--- src/rtl/core/trce_pkg.sv ---
// package: types, codes and constants shared by the tftp read client engine
`default_nettype none

package trce_pkg;

  localparam int unsigned QUEUE_DEPTH = 2;

  localparam logic [1:0] CMD_START  = 2'd0;
  localparam logic [1:0] CMD_PACKET = 2'd1;
  localparam logic [1:0] CMD_TICK   = 2'd2;
  localparam logic [1:0] CMD_ABORT  = 2'd3;

  localparam logic [15:0] OPCODE_DATA = 16'd3;
  localparam logic [9:0]  FULL_BLOCK  = 10'd512;

  localparam logic [2:0] CFG_SERVER_IP    = 3'd0;
  localparam logic [2:0] CFG_SERVER_PORT  = 3'd1;
  localparam logic [2:0] CFG_RETRY_TICKS  = 3'd2;
  localparam logic [2:0] CFG_IDLE_TICKS   = 3'd3;
  localparam logic [2:0] CFG_MAX_REQUESTS = 3'd4;

  localparam logic [31:0] RST_SERVER_IP    = 32'd0;
  localparam logic [15:0] RST_SERVER_PORT  = 16'd69;
  localparam logic [15:0] RST_RETRY_TICKS  = 16'd100;
  localparam logic [15:0] RST_IDLE_TICKS   = 16'd2000;
  localparam logic [2:0]  RST_MAX_REQUESTS = 3'd5;

  localparam logic [2:0] STATUS_RUNNING  = 3'd0;
  localparam logic [2:0] STATUS_SUCCESS  = 3'd1;
  localparam logic [2:0] STATUS_ABORTED  = 3'd2;
  localparam logic [2:0] STATUS_NO_REPLY = 3'd3;
  localparam logic [2:0] STATUS_IDLE_TO  = 3'd4;

  typedef enum logic [2:0] {
    EV_START,
    EV_DATA,
    EV_OTHER_PKT,
    EV_TICK,
    EV_ABORT
  } ev_kind_t;

  typedef struct packed {
    logic [1:0]  command;
    logic [15:0] pkt_opcode;
    logic [31:0] pkt_source_ip;
    logic [15:0] pkt_source_port;
    logic [15:0] pkt_block;
    logic [9:0]  pkt_payload_len;
  } trce_in_t;

  typedef struct packed {
    logic        send_request;
    logic        send_ack;
    logic [15:0] ack_block;
    logic [15:0] ack_port;
    logic        data_accept;
    logic [31:0] write_offset;
    logic [9:0]  accepted_length;
    logic        progress_mark;
    logic        finished;
    logic [2:0]  status;
    logic [31:0] total_length;
  } trce_out_t;

  typedef struct packed {
    ev_kind_t    kind;
    logic [15:0] src_port;
    logic [15:0] block;
    logic [9:0]  len;
  } trce_event_t;

  typedef struct packed {
    logic [15:0] server_port;
    logic [15:0] retry_ticks;
    logic [15:0] idle_ticks;
    logic [2:0]  max_requests;
  } trce_cfg_t;

endpackage

`default_nettype wire

--- src/rtl/core/trce_front.sv ---
// front end: classifies incoming beats into events for the back end
`default_nettype none

module trce_front (
  input  trce_pkg::trce_in_t    in_data,
  input  logic [31:0]           server_ip,
  output trce_pkg::trce_event_t ev
);
  import trce_pkg::*;

  always_comb begin
    ev.src_port = in_data.pkt_source_port;
    ev.block    = in_data.pkt_block;
    ev.len      = (in_data.pkt_payload_len > FULL_BLOCK) ? FULL_BLOCK : in_data.pkt_payload_len;
    unique case (in_data.command)
      CMD_START: ev.kind = EV_START;
      CMD_PACKET: begin
        if (in_data.pkt_opcode == OPCODE_DATA && in_data.pkt_source_ip == server_ip) begin
          ev.kind = EV_DATA;
        end else begin
          ev.kind = EV_OTHER_PKT;
        end
      end
      CMD_TICK: ev.kind = EV_TICK;
      default:  ev.kind = EV_ABORT;
    endcase
  end

endmodule

`default_nettype wire

--- src/rtl/core/trce_fifo.sv ---
// event queue between front and back ends
`default_nettype none

module trce_fifo #(
  parameter int unsigned DEPTH = trce_pkg::QUEUE_DEPTH
) (
  input  logic                  clk,
  input  logic                  rst_n,
  input  logic                  push,
  input  trce_pkg::trce_event_t push_data,
  input  logic                  pop,
  output logic                  full,
  output logic                  not_empty,
  output trce_pkg::trce_event_t pop_data
);
  import trce_pkg::*;

  localparam int unsigned PW = (DEPTH > 1) ? $clog2(DEPTH) : 1;
  localparam int unsigned CW = $clog2(DEPTH + 1);

  trce_event_t   mem_r [DEPTH];
  logic [PW-1:0] wr_ptr_r, wr_ptr_nxt;
  logic [PW-1:0] rd_ptr_r, rd_ptr_nxt;
  logic [CW-1:0] count_r, count_nxt;

  assign full      = (count_r == CW'(DEPTH));
  assign not_empty = (count_r != '0);
  assign pop_data  = mem_r[rd_ptr_r];

  always_comb begin
    wr_ptr_nxt = wr_ptr_r;
    rd_ptr_nxt = rd_ptr_r;
    count_nxt  = count_r;
    if (push) begin
      wr_ptr_nxt = (wr_ptr_r == PW'(DEPTH - 1)) ? '0 : wr_ptr_r + PW'(1);
    end
    if (pop) begin
      rd_ptr_nxt = (rd_ptr_r == PW'(DEPTH - 1)) ? '0 : rd_ptr_r + PW'(1);
    end
    if (push && !pop) begin
      count_nxt = count_r + CW'(1);
    end else if (pop && !push) begin
      count_nxt = count_r - CW'(1);
    end
  end

  always_ff @(posedge clk) begin
    if (!rst_n) begin
      wr_ptr_r <= '0;
      rd_ptr_r <= '0;
      count_r  <= '0;
    end else begin
      wr_ptr_r <= wr_ptr_nxt;
      rd_ptr_r <= rd_ptr_nxt;
      count_r  <= count_nxt;
    end
  end

  always_ff @(posedge clk) begin
    if (push) begin
      mem_r[wr_ptr_r] <= push_data;
    end
  end

endmodule

`default_nettype wire

--- src/rtl/core/trce_back.sv ---
// back end: transfer state, timers and registered result beat
`default_nettype none

module trce_back (
  input  logic                  clk,
  input  logic                  rst_n,
  input  logic                  ev_valid,
  input  trce_pkg::trce_event_t ev,
  output logic                  ev_pop,
  input  trce_pkg::trce_cfg_t   cfg,
  output logic                  out_valid,
  input  logic                  out_stall,
  output trce_pkg::trce_out_t   out_data
);
  import trce_pkg::*;

  logic        busy_r, busy_nxt;
  logic        started_r, started_nxt;
  logic [15:0] exp_block_r, exp_block_nxt;
  logic [15:0] reply_port_r, reply_port_nxt;
  logic [15:0] elapsed_r, elapsed_nxt;
  logic [2:0]  req_count_r, req_count_nxt;
  logic [31:0] rx_len_r, rx_len_nxt;
  logic        out_valid_r, out_valid_nxt;
  trce_out_t   out_data_r, res;
  logic [31:0] new_len;
  logic [2:0]  req_inc;

  assign ev_pop    = ev_valid && (!out_valid_r || !out_stall);
  assign out_valid = out_valid_r;
  assign out_data  = out_data_r;
  assign new_len   = rx_len_r + {22'd0, ev.len};
  assign req_inc   = req_count_r + 3'd1;

  always_comb begin
    busy_nxt       = busy_r;
    started_nxt    = started_r;
    exp_block_nxt  = exp_block_r;
    reply_port_nxt = reply_port_r;
    elapsed_nxt    = elapsed_r;
    req_count_nxt  = req_count_r;
    rx_len_nxt     = rx_len_r;
    res            = '0;
    if (ev.kind == EV_START) begin
      busy_nxt         = 1'b1;
      started_nxt      = 1'b0;
      exp_block_nxt    = 16'd1;
      reply_port_nxt   = cfg.server_port;
      elapsed_nxt      = '0;
      req_count_nxt    = '0;
      rx_len_nxt       = '0;
      res.send_request = 1'b1;
    end else if (busy_r) begin
      unique case (ev.kind)
        EV_DATA: begin
          res.total_length = rx_len_r;
          reply_port_nxt   = ev.src_port;
          res.send_ack     = 1'b1;
          res.ack_port     = ev.src_port;
          if (ev.block == exp_block_r) begin
            started_nxt         = 1'b1;
            res.ack_block       = exp_block_r;
            exp_block_nxt       = exp_block_r + 16'd1;
            res.data_accept     = 1'b1;
            res.write_offset    = rx_len_r;
            res.accepted_length = ev.len;
            rx_len_nxt          = new_len;
            res.total_length    = new_len;
            if (ev.len < FULL_BLOCK) begin
              busy_nxt     = 1'b0;
              started_nxt  = 1'b0;
              res.finished = 1'b1;
              res.status   = STATUS_SUCCESS;
            end else begin
              res.progress_mark = (new_len[15:0] == 16'd0);
              elapsed_nxt       = '0;
            end
          end else if (ev.block < exp_block_r) begin
            res.ack_block = ev.block;
          end else begin
            res.ack_block = exp_block_r;
          end
        end
        EV_OTHER_PKT: begin
          res.total_length = rx_len_r;
        end
        EV_TICK: begin
          res.total_length = rx_len_r;
          if (!started_r) begin
            if (elapsed_r >= cfg.retry_ticks) begin
              res.send_request = 1'b1;
              elapsed_nxt      = '0;
              req_count_nxt    = req_inc;
              if (req_inc == cfg.max_requests) begin
                busy_nxt         = 1'b0;
                started_nxt      = 1'b0;
                res.finished     = 1'b1;
                res.status       = STATUS_NO_REPLY;
                res.total_length = '0;
              end
            end else begin
              elapsed_nxt = elapsed_r + 16'd1;
            end
          end else if (elapsed_r >= cfg.idle_ticks) begin
            busy_nxt         = 1'b0;
            started_nxt      = 1'b0;
            res.finished     = 1'b1;
            res.status       = STATUS_IDLE_TO;
            res.total_length = '0;
          end else begin
            elapsed_nxt = elapsed_r + 16'd1;
          end
        end
        EV_ABORT: begin
          busy_nxt     = 1'b0;
          started_nxt  = 1'b0;
          res.finished = 1'b1;
          res.status   = STATUS_ABORTED;
        end
        default: begin
          res.status = STATUS_RUNNING;
        end
      endcase
    end
    out_valid_nxt = ev_pop || (out_valid_r && out_stall);
  end

  always_ff @(posedge clk) begin
    if (!rst_n) begin
      busy_r       <= 1'b0;
      started_r    <= 1'b0;
      exp_block_r  <= 16'd1;
      reply_port_r <= RST_SERVER_PORT;
      elapsed_r    <= '0;
      req_count_r  <= '0;
      rx_len_r     <= '0;
      out_valid_r  <= 1'b0;
    end else begin
      out_valid_r <= out_valid_nxt;
      if (ev_pop) begin
        busy_r       <= busy_nxt;
        started_r    <= started_nxt;
        exp_block_r  <= exp_block_nxt;
        reply_port_r <= reply_port_nxt;
        elapsed_r    <= elapsed_nxt;
        req_count_r  <= req_count_nxt;
        rx_len_r     <= rx_len_nxt;
      end
    end
  end

  always_ff @(posedge clk) begin
    if (ev_pop) begin
      out_data_r <= res;
    end
  end

endmodule

`default_nettype wire

--- src/rtl/core/tftp_read_client_engine.sv ---
// top level: tftp read client engine with configuration registers
// an accepted input beat is written into the event queue, then its result beat is registered in the back end
// throughput: one event per cycle while no result beat is held by out_stall
// the event queue takes a new beat while a result beat waits on out_stall, unless the queue is full
// reset (rst_n low, synchronous): idle, queue empty, registers at defaults
`default_nettype none

module tftp_read_client_engine #(
  parameter int unsigned QUEUE_DEPTH = trce_pkg::QUEUE_DEPTH
) (
  input  logic                clk,
  input  logic                rst_n,
  input  logic                in_valid,
  output logic                in_stall,
  input  trce_pkg::trce_in_t  in_data,
  output logic                out_valid,
  input  logic                out_stall,
  output trce_pkg::trce_out_t out_data,
  input  logic                cfg_we,
  input  logic [2:0]          cfg_index,
  input  logic [31:0]         cfg_wdata
);
  import trce_pkg::*;

  logic [31:0] server_ip_r;
  trce_cfg_t   cfg_r;
  trce_event_t front_ev, queue_ev;
  logic        q_full, q_not_empty, q_pop;

  always_ff @(posedge clk) begin
    if (!rst_n) begin
      server_ip_r        <= RST_SERVER_IP;
      cfg_r.server_port  <= RST_SERVER_PORT;
      cfg_r.retry_ticks  <= RST_RETRY_TICKS;
      cfg_r.idle_ticks   <= RST_IDLE_TICKS;
      cfg_r.max_requests <= RST_MAX_REQUESTS;
    end else if (cfg_we) begin
      unique case (cfg_index)
        CFG_SERVER_IP:    server_ip_r        <= cfg_wdata;
        CFG_SERVER_PORT:  cfg_r.server_port  <= cfg_wdata[15:0];
        CFG_RETRY_TICKS:  cfg_r.retry_ticks  <= cfg_wdata[15:0];
        CFG_IDLE_TICKS:   cfg_r.idle_ticks   <= cfg_wdata[15:0];
        CFG_MAX_REQUESTS: cfg_r.max_requests <= cfg_wdata[2:0];
        default: ;
      endcase
    end
  end

  assign in_stall = q_full;

  trce_front u_front (
    .in_data   (in_data),
    .server_ip (server_ip_r),
    .ev        (front_ev)
  );

  trce_fifo #(
    .DEPTH (QUEUE_DEPTH)
  ) u_fifo (
    .clk       (clk),
    .rst_n     (rst_n),
    .push      (in_valid && !q_full),
    .push_data (front_ev),
    .pop       (q_pop),
    .full      (q_full),
    .not_empty (q_not_empty),
    .pop_data  (queue_ev)
  );

  trce_back u_back (
    .clk       (clk),
    .rst_n     (rst_n),
    .ev_valid  (q_not_empty),
    .ev        (queue_ev),
    .ev_pop    (q_pop),
    .cfg       (cfg_r),
    .out_valid (out_valid),
    .out_stall (out_stall),
    .out_data  (out_data)
  );

endmodule

`default_nettype wire
--- config.mk ---
export PLATFORM = sky130hd
export DESIGN_NAME = tftp_read_client_engine
export DESIGN_NICKNAME = d
export VERILOG_FILES = /design/src/rtl/core/trce_pkg.sv /design/src/rtl/core/trce_front.sv /design/src/rtl/core/trce_fifo.sv /design/src/rtl/core/trce_back.sv /design/src/rtl/core/tftp_read_client_engine.sv
export SDC_FILE = /design/constraint.sdc
export NUM_CORES = 1
export LEC_CHECK = 0
export ABC_AREA = 1
export ABC_CLOCK_PERIOD_IN_PS = 3490
export BUFFER_PORTS_ARGS = -buffer_cell sky130_fd_sc_hd__buf_2
export CAP_MARGIN = 20
export CORE_MARGIN = 2
export CORE_UTILIZATION = 40
export DETAILED_ROUTE_END_ITERATION = 10
export PLACE_DENSITY = 0.59
export SLEW_MARGIN = 10
export SYNTH_ARGS = -nofsm -noshare
export SYNTH_HDL_FRONTEND = slang
export SYNTH_SLANG_ARGS = --single-unit
--- constraint.sdc ---
create_clock -name clk -period 3.49 [get_ports clk]
set_clock_uncertainty 0.1 [all_clocks]
set_input_delay 0.349 -clock clk [delete_from_list [all_inputs] [get_ports clk]]
set_output_delay 0.349 -clock clk [all_outputs]
set_load 0.005 [all_outputs]
Word-level counts from Yosys, hierarchy flattened
Memory sizes are Yosys's and may differ from the RTL's. A register that Yosys moved wholly into a read port is not among the register bits.
Cells that the tools add are included.

word-level totals
  memories = 1
  bits of input ports = 132
  register bits = 255
  memory bits (writable) = 90
  output and inout bits = 116
  word-level logic and storage cells = 161

memory list
  memory        words  bits a word  read ports  clocked after memory_dff  write ports  RTL line         text
  u_fifo.mem_r  2      45           1           1                         1            trce_fifo.sv:21  trce_event_t mem_r [DEPTH];

cells by class
  equality and inequality tests = 18
  add/subtract/negate cells = 8
  reduce and logical (&&, ||, !) cells = 38
  $lt $le $gt $ge = 5
  multiplexer cells = 63
  bitwise operators = 3

operator list
  operator                                                count
  two-way mux 16 bit                                      13
  two-way mux 36 bit                                      4
  two-way mux 32 bit                                      4
  two-way mux 114 bit                                     1
  one-hot mux 32 bit (3 select lines)                     1
  two-way mux 80 bit                                      1
  two-way mux 77 bit                                      1
  adder 16 x 1 -> 16 bit (second input constant)          2
  adder 32 x 10 -> 32 bit                                 1
  == test 32 bit                                          1
  greater-or-equal comparator 16 bit                      2
  one-hot mux 16 bit (2 select lines)                     1
  two-way mux 1 bit                                       22
  one-hot mux 3 bit (3 select lines)                      2
  == test 16 bit                                          1
  == test 16 x 2 -> 1 bit (second input constant)         1
  logical NOT 16 bit                                      1
  < comparator 16 bit                                     1
  two-way mux 3 bit                                       5
  nonzero test 2 bit                                      7
  == test 3 x 2 -> 1 bit (second input constant)          4
  greater-than comparator 10 bit (second input constant)  1
  < comparator 10 bit (second input constant)             1
  two-way mux 10 bit                                      1
  32 further kinds                                        56

Logic depth before layout (Yosys ltp)
Gate-level depths: netlist of the first run.

  depth after elaboration = 8
  mapped depth = 22

Modules after synthesis
A second synthesis of the first run with hierarchy kept.

unflattened totals
  cells, all modules = 2605
  area, all modules = 20425.8 um2

by module, submodules not included
  module                   seq. area each (um2)  area each (um2)  cells an instance  instances
  trce_back                4824.6                12391.9          1759               1
  trce_fifo                2802.7                3678.5           175                1
  tftp_read_client_engine  1661.6                3395.8           487                1
  trce_front               0.0                   959.7            184                1

Worst setup path after synthesis of the first run
Ideal clock, no wire load.

  path type = input to register
  start point = input out_stall
  end point = register u_back.elapsed_r[10]
  buffers on the path = 1
  setup slack = 423 ps
  data arrival time = 2854 ps
  stages = 11
  data required time = 3277 ps
  path through = nand2_1 > o21ai_2 > inv_2 > o211ai_2 > nor2_2 > nand2_4 > inv_4 > nand2_1 > nand2_2 > buf_4 > nor2_1

between the ends
  longest elaborated chain between the ends = 4

ends and longest elaborated chain
  what                           RTL line                       text
  start: declaration             tftp_read_client_engine.sv:17  input logic out_stall,
  logical NOT 1 bit              trce_back.sv:29                assign ev_pop = ev_valid && (!out_valid_r || !out_stall);
  logical OR 1 bit               trce_back.sv:29
  logical AND 1 bit              trce_back.sv:29
  net q_pop                      tftp_read_client_engine.sv:28  logic q_full, q_not_empty, q_pop;
  AND reduction 6 bit (no line)  --
  end signal: assignment         trce_back.sv:145               elapsed_r <= elapsed_nxt;
  end: declaration               trce_back.sv:21                logic [15:0] elapsed_r, elapsed_nxt;

The timed path passes the listed nets, and every way through them passes these cells.
A chain may end at the register's enable or synchronous reset.

==> reports/results.md, run 1 <==
| Parameter | Value | Unit |
| --- | --- | --- |
| Run status | complete, no violations | - |
| Final-report setup violation count | 0 | - |
| Mean routed wirelength per cell | 16.6 | µm |
| Horizontal extent of the die | 215 | µm |
| Antenna cells | 0 | - |
| Maximum clock insertion buffer count | 3 | - |
| Total number of placement rows | 77 | - |
| Starting Density | 40.3 | % |
| Mapped Cells | 2,181 | - |
| Overflow left after global routing | 0 | - |
| Category of the most critical setup path | register to register | - |
| CTS Buf Count | 40 | - |
| Synthesized area | 17,800 | µm² |
| Fmax achieved | 312 | MHz |
| Flip-flop and latch count after synthesis | 346 | - |
| Max capacitance violation total | 0 | - |
| Global-route wire length before repair | 82.6 | mm |
| Maximum VDD drop | 0.000406 | V |
| Synth warnings | 0 | - |
| Placed wire-length estimate | 36.9 | mm |
| Fraction of registers with async set or reset after synthesis | 0 | % |
| Arrival time of the worst setup path | 3.44 | ns |
| Slew at the pin with the worst max-slew slack | 0.955 | ns |
| Fraction of the yosys area taken by sequential cells | 50.5 | % |
| Largest stage delay, worst path | 0.41 | ns |
| Leading area contributor after synthesis | edfxtp_1 | - |
| CP Data Required Time | 3.72 | ns |
| H-tree lvl count | 2 | - |
| Post-route total power | 13,300 | µW |
| Antenna violations before repair | 0 | - |
| Leakage | 0.00943 | µW |
| CP Max Fanout | 12 | - |
| Die span in y | 215 | µm |
| Gpl congestion | 0.933 | - |
| Area growth from synthesis to layout | 22.4 | % |
| Fin Hold WS | 0.0403 | ns |
| Vias | 15,700 | - |
| Standard cell with the maximum stage delay on the critical path | dfxtp_4 | - |
| Headroom to the max-slew limit | 36.2 | % |
| Post-Synthesis Net Count | 2,376 | - |
| Clock latency reported for the late side of the worst-skew pair | 0.58 | ns |
| Minimum setup slack among reg-to-reg paths | 0.28 | ns |
| Number of synthesized flops with an enable pin | 204 | - |
| Share of Yosys cell area claimed by the top area cell type | 34.5 | % |
| Number of DRC markers in iteration 0 | 949 | - |
| Standard cell area after detailed placement | 19,800 | µm² |
| Clock tree from TritonCTS | done | - |
| Classification of the worst-slack hold path | input port to register | - |
| Worst setup SP type | register | - |
| Power density relative to cell area | 610 | nW/µm² |
| Post-layout net count | 2,694 | - |
| Vias in the first global route | 15,300 | - |
| Share of layout cells above drive strength 1 | 16.1 | % |
| Detailed-route wire length | 51.9 | mm |
| Clk Tree Root Cell | clkbuf_16 | - |
| Pin count of the biggest net entering global routing | 96 | - |
| Distinct cell type count of the synthesized netlist | 51 | - |
| Clock period minus worst slack | 3.21 | ns |
| Top post-synthesis cells by area | edfxtp_1, dfxtp_1, nand2_1, inv_1, nand3_1 | - |
| Drt pass-1 iters | 8 | - |
| Final period utilization | 91.9 | % |
| Layout Utilization | 49.3 | % |
| Final Max Slew Viols | 0 | - |
| Endpoint class of the critical path | register | - |
| Top Ports | 248 | - |
| Number of hold violations in the final report | 0 | - |
| Ordered list of cells on the worst path | inv_2 -> or2_2 -> o21ai_0 -> inv_1 -> ha_1 -> fa_2 -> nand3_1 -> nand3_2 -> nand2_1 -> nand2_1 -> nand2_1 -> nand2_1 -> nand2_1 -> nand2_1 -> nand2_1 -> nand2_1 -> nand3_1 -> nand3_1 -> nand2_1 -> inv_1 | - |
| Detailed-route vias per instance | 5.04 | - |
| Area of all placed cells without fillers | 21,700 | µm² |
| Worst path most repeated cell | nand2_1 | - |
| Setup repair after global routing missed its margin | false | - |
| Global-route total usage across every layer | 22.4 | % |
| Std-Cell Core Area | 44,000 | µm² |
| Clock transition at path regs | 0.06 | ns |
| Count of input and output buffers | 247 | - |
| Most used DFF post-synth | edfxtp_1 | - |
| Clock Sinks | 346 | - |
| Total negative setup slack | 0 | ns |
| Average cell area after synthesis | 8.14 | µm² |
| Total die area | 46,100 | µm² |
| DR DRC count | 0 | - |
| Antenna-violating nets left | 0 | - |
-- worst max-delay path: cells and delay by family, from the launching register on --
family	cells	cell delay (ns)
flops	1	0.41
compound gates	1	0.10
buf+inv	3	0.21
simple gates	14	1.48
fa+ha+maj	2	0.67
-- worst paths after layout --
| path | end | startpoint | cells after the start |
|---|---|---|---|
| worst max-delay path | u_back.out_data[30] | register | 20 |
| worst max register to register | u_back.out_data[30] | register | 20 |
| worst min register to register | u_fifo.rd_ptr_r | u_fifo.rd_ptr_r | 1 |
| worst min-delay path | u_fifo.mem_r[1][8] | in_data[8] | 3 |
-- metrics by stage --
stage / setup slack (ns) / cells
3_3_place_gp: 0.0701 / 2981
5_1_grt: 0.00906 / 3123
4_1_cts: 0.0704 / 3122
3_5_place_dp: 0.0823 / 2981
6_report: 0.282 / 3123
2_1_floorplan: 0.423 / 2181
-- state kept, by name, indices dropped and copies added, names as in the netlist, named ones only --
signal              count
u_fifo.count_r          2
u_back.out_valid        1
u_back.started_r        1
server_ip_r            32
cfg_r                  35
u_fifo.wr_ptr_r         1
u_fifo.rd_ptr_r         1
u_back.out_data       114
u_back.rx_len_r        32
u_back.req_count_r      3
u_fifo.mem_r           90
u_back.exp_block_r     16
u_back.elapsed_r       16
u_back.busy_r           1
-- final cells by class --
type / count / area, µm²
clock inverter: 18 / 148
multi-input combinational: 1499 / 7520
fill: 4269 / 22300
sequential: 346 / 8970
inverter: 259 / 983
clock buffer: 56 / 1090
timing repair buffer: 353 / 2270
tap: 592 / 741
-- per-layer routing --
metal  up-vias  global-route usage, %  part of all wire, %
li1       7841                      -                    -
met1      7357                   29.6                   44
met2       429                   37.8                   48
met3       100                   3.48                  5.0
met4         0                   7.04                  2.8
met5         -                      0                    0
-- cells by family after synthesis --
group / synth area share, %
buffers and inverters: 7.44
AO/OA/AOI/OAI: 10.1
XOR/XNOR: 2.02
multiplexers: 0.0564
adder cells (fa/ha/maj): 4.48
AND/OR/NAND/NOR: 25.4
flip-flops: 50.5
-- power breakdown --
group | switching (µW) | total [µW] | internal, µW
combinational | 2450 | 3660 | 1220
clock | 1770 | 4000 | 2220
sequential | 286 | 5600 | 5310
total | 4510 | 13300 | 8750
-- cell usage after synthesis (all sizes together) (2+ instances only) --
library cell    n
a21o            3
a21oi         151
a31oi           4
and2            2
and3            2
buf            21
clkbuf         56
dfxtp         142
edfxtp        204
ha             62
inv           258
nand2         578
nand3         171
nand3b          2
nand4          27
nor2          216
nor3           26
nor4           12
o211ai         17
o21ai         151
o22ai           7
or2            19
xnor2          24
xor2           17
-- placed cells by master, fill, tap and decap left out, types with 12 or more instances in the layout --
cell | synthesis | routed
edfxtp_1 | 204 | 204
clkbuf_16 | 0 | 40
clkbuf_1 | 56 | 13
buf_4 | 5 | 32
nor2_1 | 209 | 206
nand3_1 | 167 | 166
nor3_1 | 23 | 23
or2_2 | 18 | 18
nor4_1 | 12 | 12
xnor2_1 | 24 | 23
a21oi_1 | 150 | 149
dlygate4sd3_1 | 0 | 67
ha_1 | 62 | 61
xor2_1 | 17 | 17
buf_2 | 10 | 247
nand4_1 | 27 | 27
inv_1 | 249 | 249
o211ai_1 | 16 | 16
dfxtp_1 | 142 | 141
o21ai_0 | 147 | 147
nand2_1 | 569 | 567
-- what timing repair did --
action | CTS | global route
resized for setup | 0 | 13
endpoints found under the setup margin | 0 | 54
hold buffers | 67 | 0
endpoints found under the hold margin | 123 | 0
setup buffers | 0 | 1
Note: power is estimated with default switching activity, not from simulation.
==> run 2, diff against run 1 <==
--- a/config.mk
+++ b/config.mk
@@ -7,12 +7,14 @@
 export LEC_CHECK = 0
 export ABC_AREA = 1
 export ABC_CLOCK_PERIOD_IN_PS = 3490
-export BUFFER_PORTS_ARGS = -buffer_cell sky130_fd_sc_hd__buf_2
+export BUFFER_PORTS_ARGS = -buffer_cell sky130_fd_sc_hd__buf_4
 export CAP_MARGIN = 20
+export CORE_ASPECT_RATIO = 1.5
 export CORE_MARGIN = 2
 export CORE_UTILIZATION = 40
 export DETAILED_ROUTE_END_ITERATION = 10
 export PLACE_DENSITY = 0.59
+export REMOVE_ABC_BUFFERS = 1
 export SLEW_MARGIN = 10
 export SYNTH_ARGS = -nofsm -noshare
 export SYNTH_HDL_FRONTEND = slang
==> run 2 against run 1 <==
  * Via count up 0.12%
  * Worst setup slack worse by 0.057 ns
  * Sequential share of layout area down 1.5 points
  * Fmax down 1.8%
  * Non-clock buffer count up 34
  * Critical path depth down 5
  * Flip-flop and latch count unchanged
  * Critical endpoint is now u_back.out_data[36]
==> reports/results.md, run 2 (synthesis gave the netlist of run 1 again) <==
| Parameter | Value | Unit | vs previous |
| --- | --- | --- | --- |
| Antenna cells | 0 | - | unchanged |
| Worst setup SP type | register | - |  |
| Fin Hold WS | 0.0336 | ns | -0.00670 ns |
| Count of input and output buffers | 247 | - | unchanged |
| Number of DRC markers in iteration 0 | 997 | - | +5.1% |
| Maximum VDD drop | 0.000606 | V | +49% |
| Final worst setup slack | 0.225 | ns | -0.0575 ns |
| Standard cell area after detailed placement | 20,600 | µm² | +4.3% |
| Std-Cell Core Area | 43,900 | µm² | -0.36% |
| Worst slack at placement | 0.0697 | ns | -0.0127 ns |
| Slew at the pin with the worst max-slew slack | 0.949 | ns | -0.00600 ns |
| Run status | complete, no violations | - |  |
| Overflow left after global routing | 0 | - | unchanged |
| Number of hold violations in the final report | 0 | - | unchanged |
| Top Ports | 248 | - | unchanged |
| Antenna violations before repair | 0 | - | unchanged |
| Endpoint class of the critical path | register | - |  |
| Count of filler cells inserted in the layout | 4,116 | - | -3.6% |
| Minimum setup slack among reg-to-reg paths | 0.22 | ns | -0.06 ns |
| Placed wire-length estimate | 39.4 | mm | +6.9% |
| Largest stage delay, worst path | 0.41 | ns | about the same |
| Antenna-violating nets left | 0 | - | unchanged |
| Vias in the first global route | 15,600 | - | +2.0% |
| Drt pass-1 iters | 6 | - | -2 |
| Total area of multi-input combinational cells | 7500 | µm² | -0.23% |
| Category of the most critical setup path | register to register | - |  |
| Area of all placed cells without fillers | 22,500 | µm² | +3.8% |
| Standard cell with the maximum stage delay on the critical path | xnor2_1 | - |  |
| Total negative setup slack | 0 | ns | unchanged |
| Classification of the worst-slack hold path | input port to register | - |  |
| Clock Sinks | 346 | - | unchanged |
| Cell count of the worst hold path | 3 | - | unchanged |
| Clock latency reported for the late side of the worst-skew pair | 0.56 | ns | -0.02 ns |
| Clock transition at path regs | 0.06 | ns | about the same |
| Mean routed wirelength per cell | 17.0 | µm | +2.6% |
| Detailed-route vias per instance | 5.03 | - | -0.14% |
| Gpl congestion | 0.991 | - | +6.2% |
| Post-layout net count | 2,724 | - | +1.1% |
| Die span in y | 262 | µm | +22% |
| H-tree lvl count | 2 | - | unchanged |
| Ordered list of cells on the worst path | inv_2 -> or2_2 -> o21ai_0 -> inv_1 -> ha_1 -> fa_1 -> nand3_1 -> nand3_1 -> nand2_1 -> nand2_1 -> xnor2_1 -> nand4_1 -> nor2_2 -> nand3_1 -> nor2_1 | - |  |
| Endpoint of the worst hold-timing path | cfg_r[22] | - |  |
| Arrival time of the worst setup path | 3.57 | ns | +0.13 ns |
| Share of layout cells above drive strength 1 | 17.5 | % | +1.4 points |
| Global-route total usage across every layer | 23.0 | % | +0.56 points |
| Horizontal extent of the die | 176 | µm | -18% |
| Setup repair after global routing missed its margin | true | - |  |
| Worst R2R Path Depth | 15 | - | -25% |
| Pin count of the biggest net entering global routing | 70 | - | -27% |
| Power density relative to cell area | 608 | nW/µm² | -0.36% |
| CP Data Required Time | 3.80 | ns | +0.08 ns |
| Max FFs per register | 114 | - | unchanged |
| Layout Utilization | 51.4 | % | +2.0 points |
| Most frequent cells in the layout | nand2_1, buf_4, inv_1 | - |  |
| Vias | 15,700 | - | +0.12% |
| Clock tree from TritonCTS | done | - |  |
| Headroom to the max-slew limit | 36.6 | % | +0.40 points |
| Reg-to-reg endpoint | u_back.out_data[36] | - |  |
| Maximum clock insertion buffer count | 3 | - | unchanged |
| Most common cell after layout, fill and taps aside | nand2_1 | - |  |
| Clk Tree Root Cell | clkbuf_16 | - |  |
| Final-report setup violation count | 0 | - | unchanged |
| DR DRC count | 0 | - | unchanged |
| Area growth from synthesis to layout | 27.0 | % |  |
| Global-route wire length before repair | 83.3 | mm | +0.90% |
| Worst path most repeated cell | nand3_1 | - |  |
| Detailed-route wire length | 53.4 | mm | +2.8% |
| Source of the worst hold timing path | cfg_wdata[3] | - |  |
| Final Max Slew Viols | 0 | - | unchanged |
| Final period utilization | 93.6 | % | +1.6 points |
| Total die area | 46,100 | µm² | about the same |
| Fmax achieved | 306 | MHz | -1.8% |
| Leakage | 0.00978 | µW | +3.7% |
| Starting Density | 40.5 | % | +0.15 points |
| CTS Buf Count | 36 | - | -10% |
| Sequential cell area in the final layout | 8970 | µm² | about the same |
| Max capacitance violation total | 0 | - | unchanged |
| CP Max Fanout | 13 | - | +1 |
| Total number of placement rows | 94 | - | +22% |
| Clock period minus worst slack | 3.27 | ns | +0.0575 ns |
-- run 2: changes by cell type in the layout (fill, tap and decap cells not counted), sizes merged --
cell | before | now
buf | 286 | 321
clkbuf | 56 | 46
bufinv | 0 | 4
dlygate4sd3 | 67 | 66
clkinvlp | 1 | 4
clkinv | 15 | 7
inv | 261 | 262
-- run 2: through the flow --
| step | total power, µW | instances |
|---|---|---|
| after floorplan | 7550 | 2104 |
| after global placement | 9630 | 3001 |
| after detailed placement | 9680 | 3001 |
| after CTS | 13900 | 3131 |
| after global routing | 14500 | 3131 |
| final | 13700 | 3131 |
-- run 2: layout make-up --
cell class                 count  share of cell area (%)
clock buffer                  46                    4.52
clock inverter                18                    1.07
inverter                     259                    4.35
multi-input combinational   1499                    33.3
sequential                   346                    39.8
tap                          576                    3.20
timing repair buffer         387                    13.8
-- run 2: critical path, delay by kind of cell, from the launching register on --
family | cells | cell delay (ns)
and+or+nand+nor | 9 | 1.32
adders and majority gates | 2 | 0.63
xor gates and xnor gates | 1 | 0.41
DFF | 1 | 0.37
buffers and inverters | 2 | 0.18
AOI/OAI and AO/OA | 1 | 0.11
-- run 2: power breakdown --
group	switching [µW]	total (µW)	internal [µW]
Combinational	2460	4040	1580
Sequential	268	5580	5310
Clock	1700	4090	2390
Total	4430	13700	9280
-- run 2: how the worst max path moves through the flow --
stage,from,depth (start not counted),to,slack [ns]
after global routing,register,20,u_back.out_data[27],-0.0001
after detailed placement,register,16,u_back.out_data[17],0.07
after global placement,register,16,u_back.out_data[17],0.04
after CTS,register,18,u_back.out_data[17],0.04
final,register,15,u_back.out_data[36],0.22
after floorplan,register,12,u_back.rx_len_r[17],-1.71
-- run 2: repair_timing --
item                       CTS  global route
setup buffers                0             0
gates resized for setup      0             8
setup endpoints to repair    0            26
hold endpoints to repair   113             0
hold buffers                66             0
-- run 2: layer usage --
metal	vias up	share of wire, %	track usage [%]
met2	429	53	43.8
met1	7308	38	25.4
met5	-	0	0
li1	7897	-	-
met4	0	4.2	9.85
met3	112	4.1	2.94
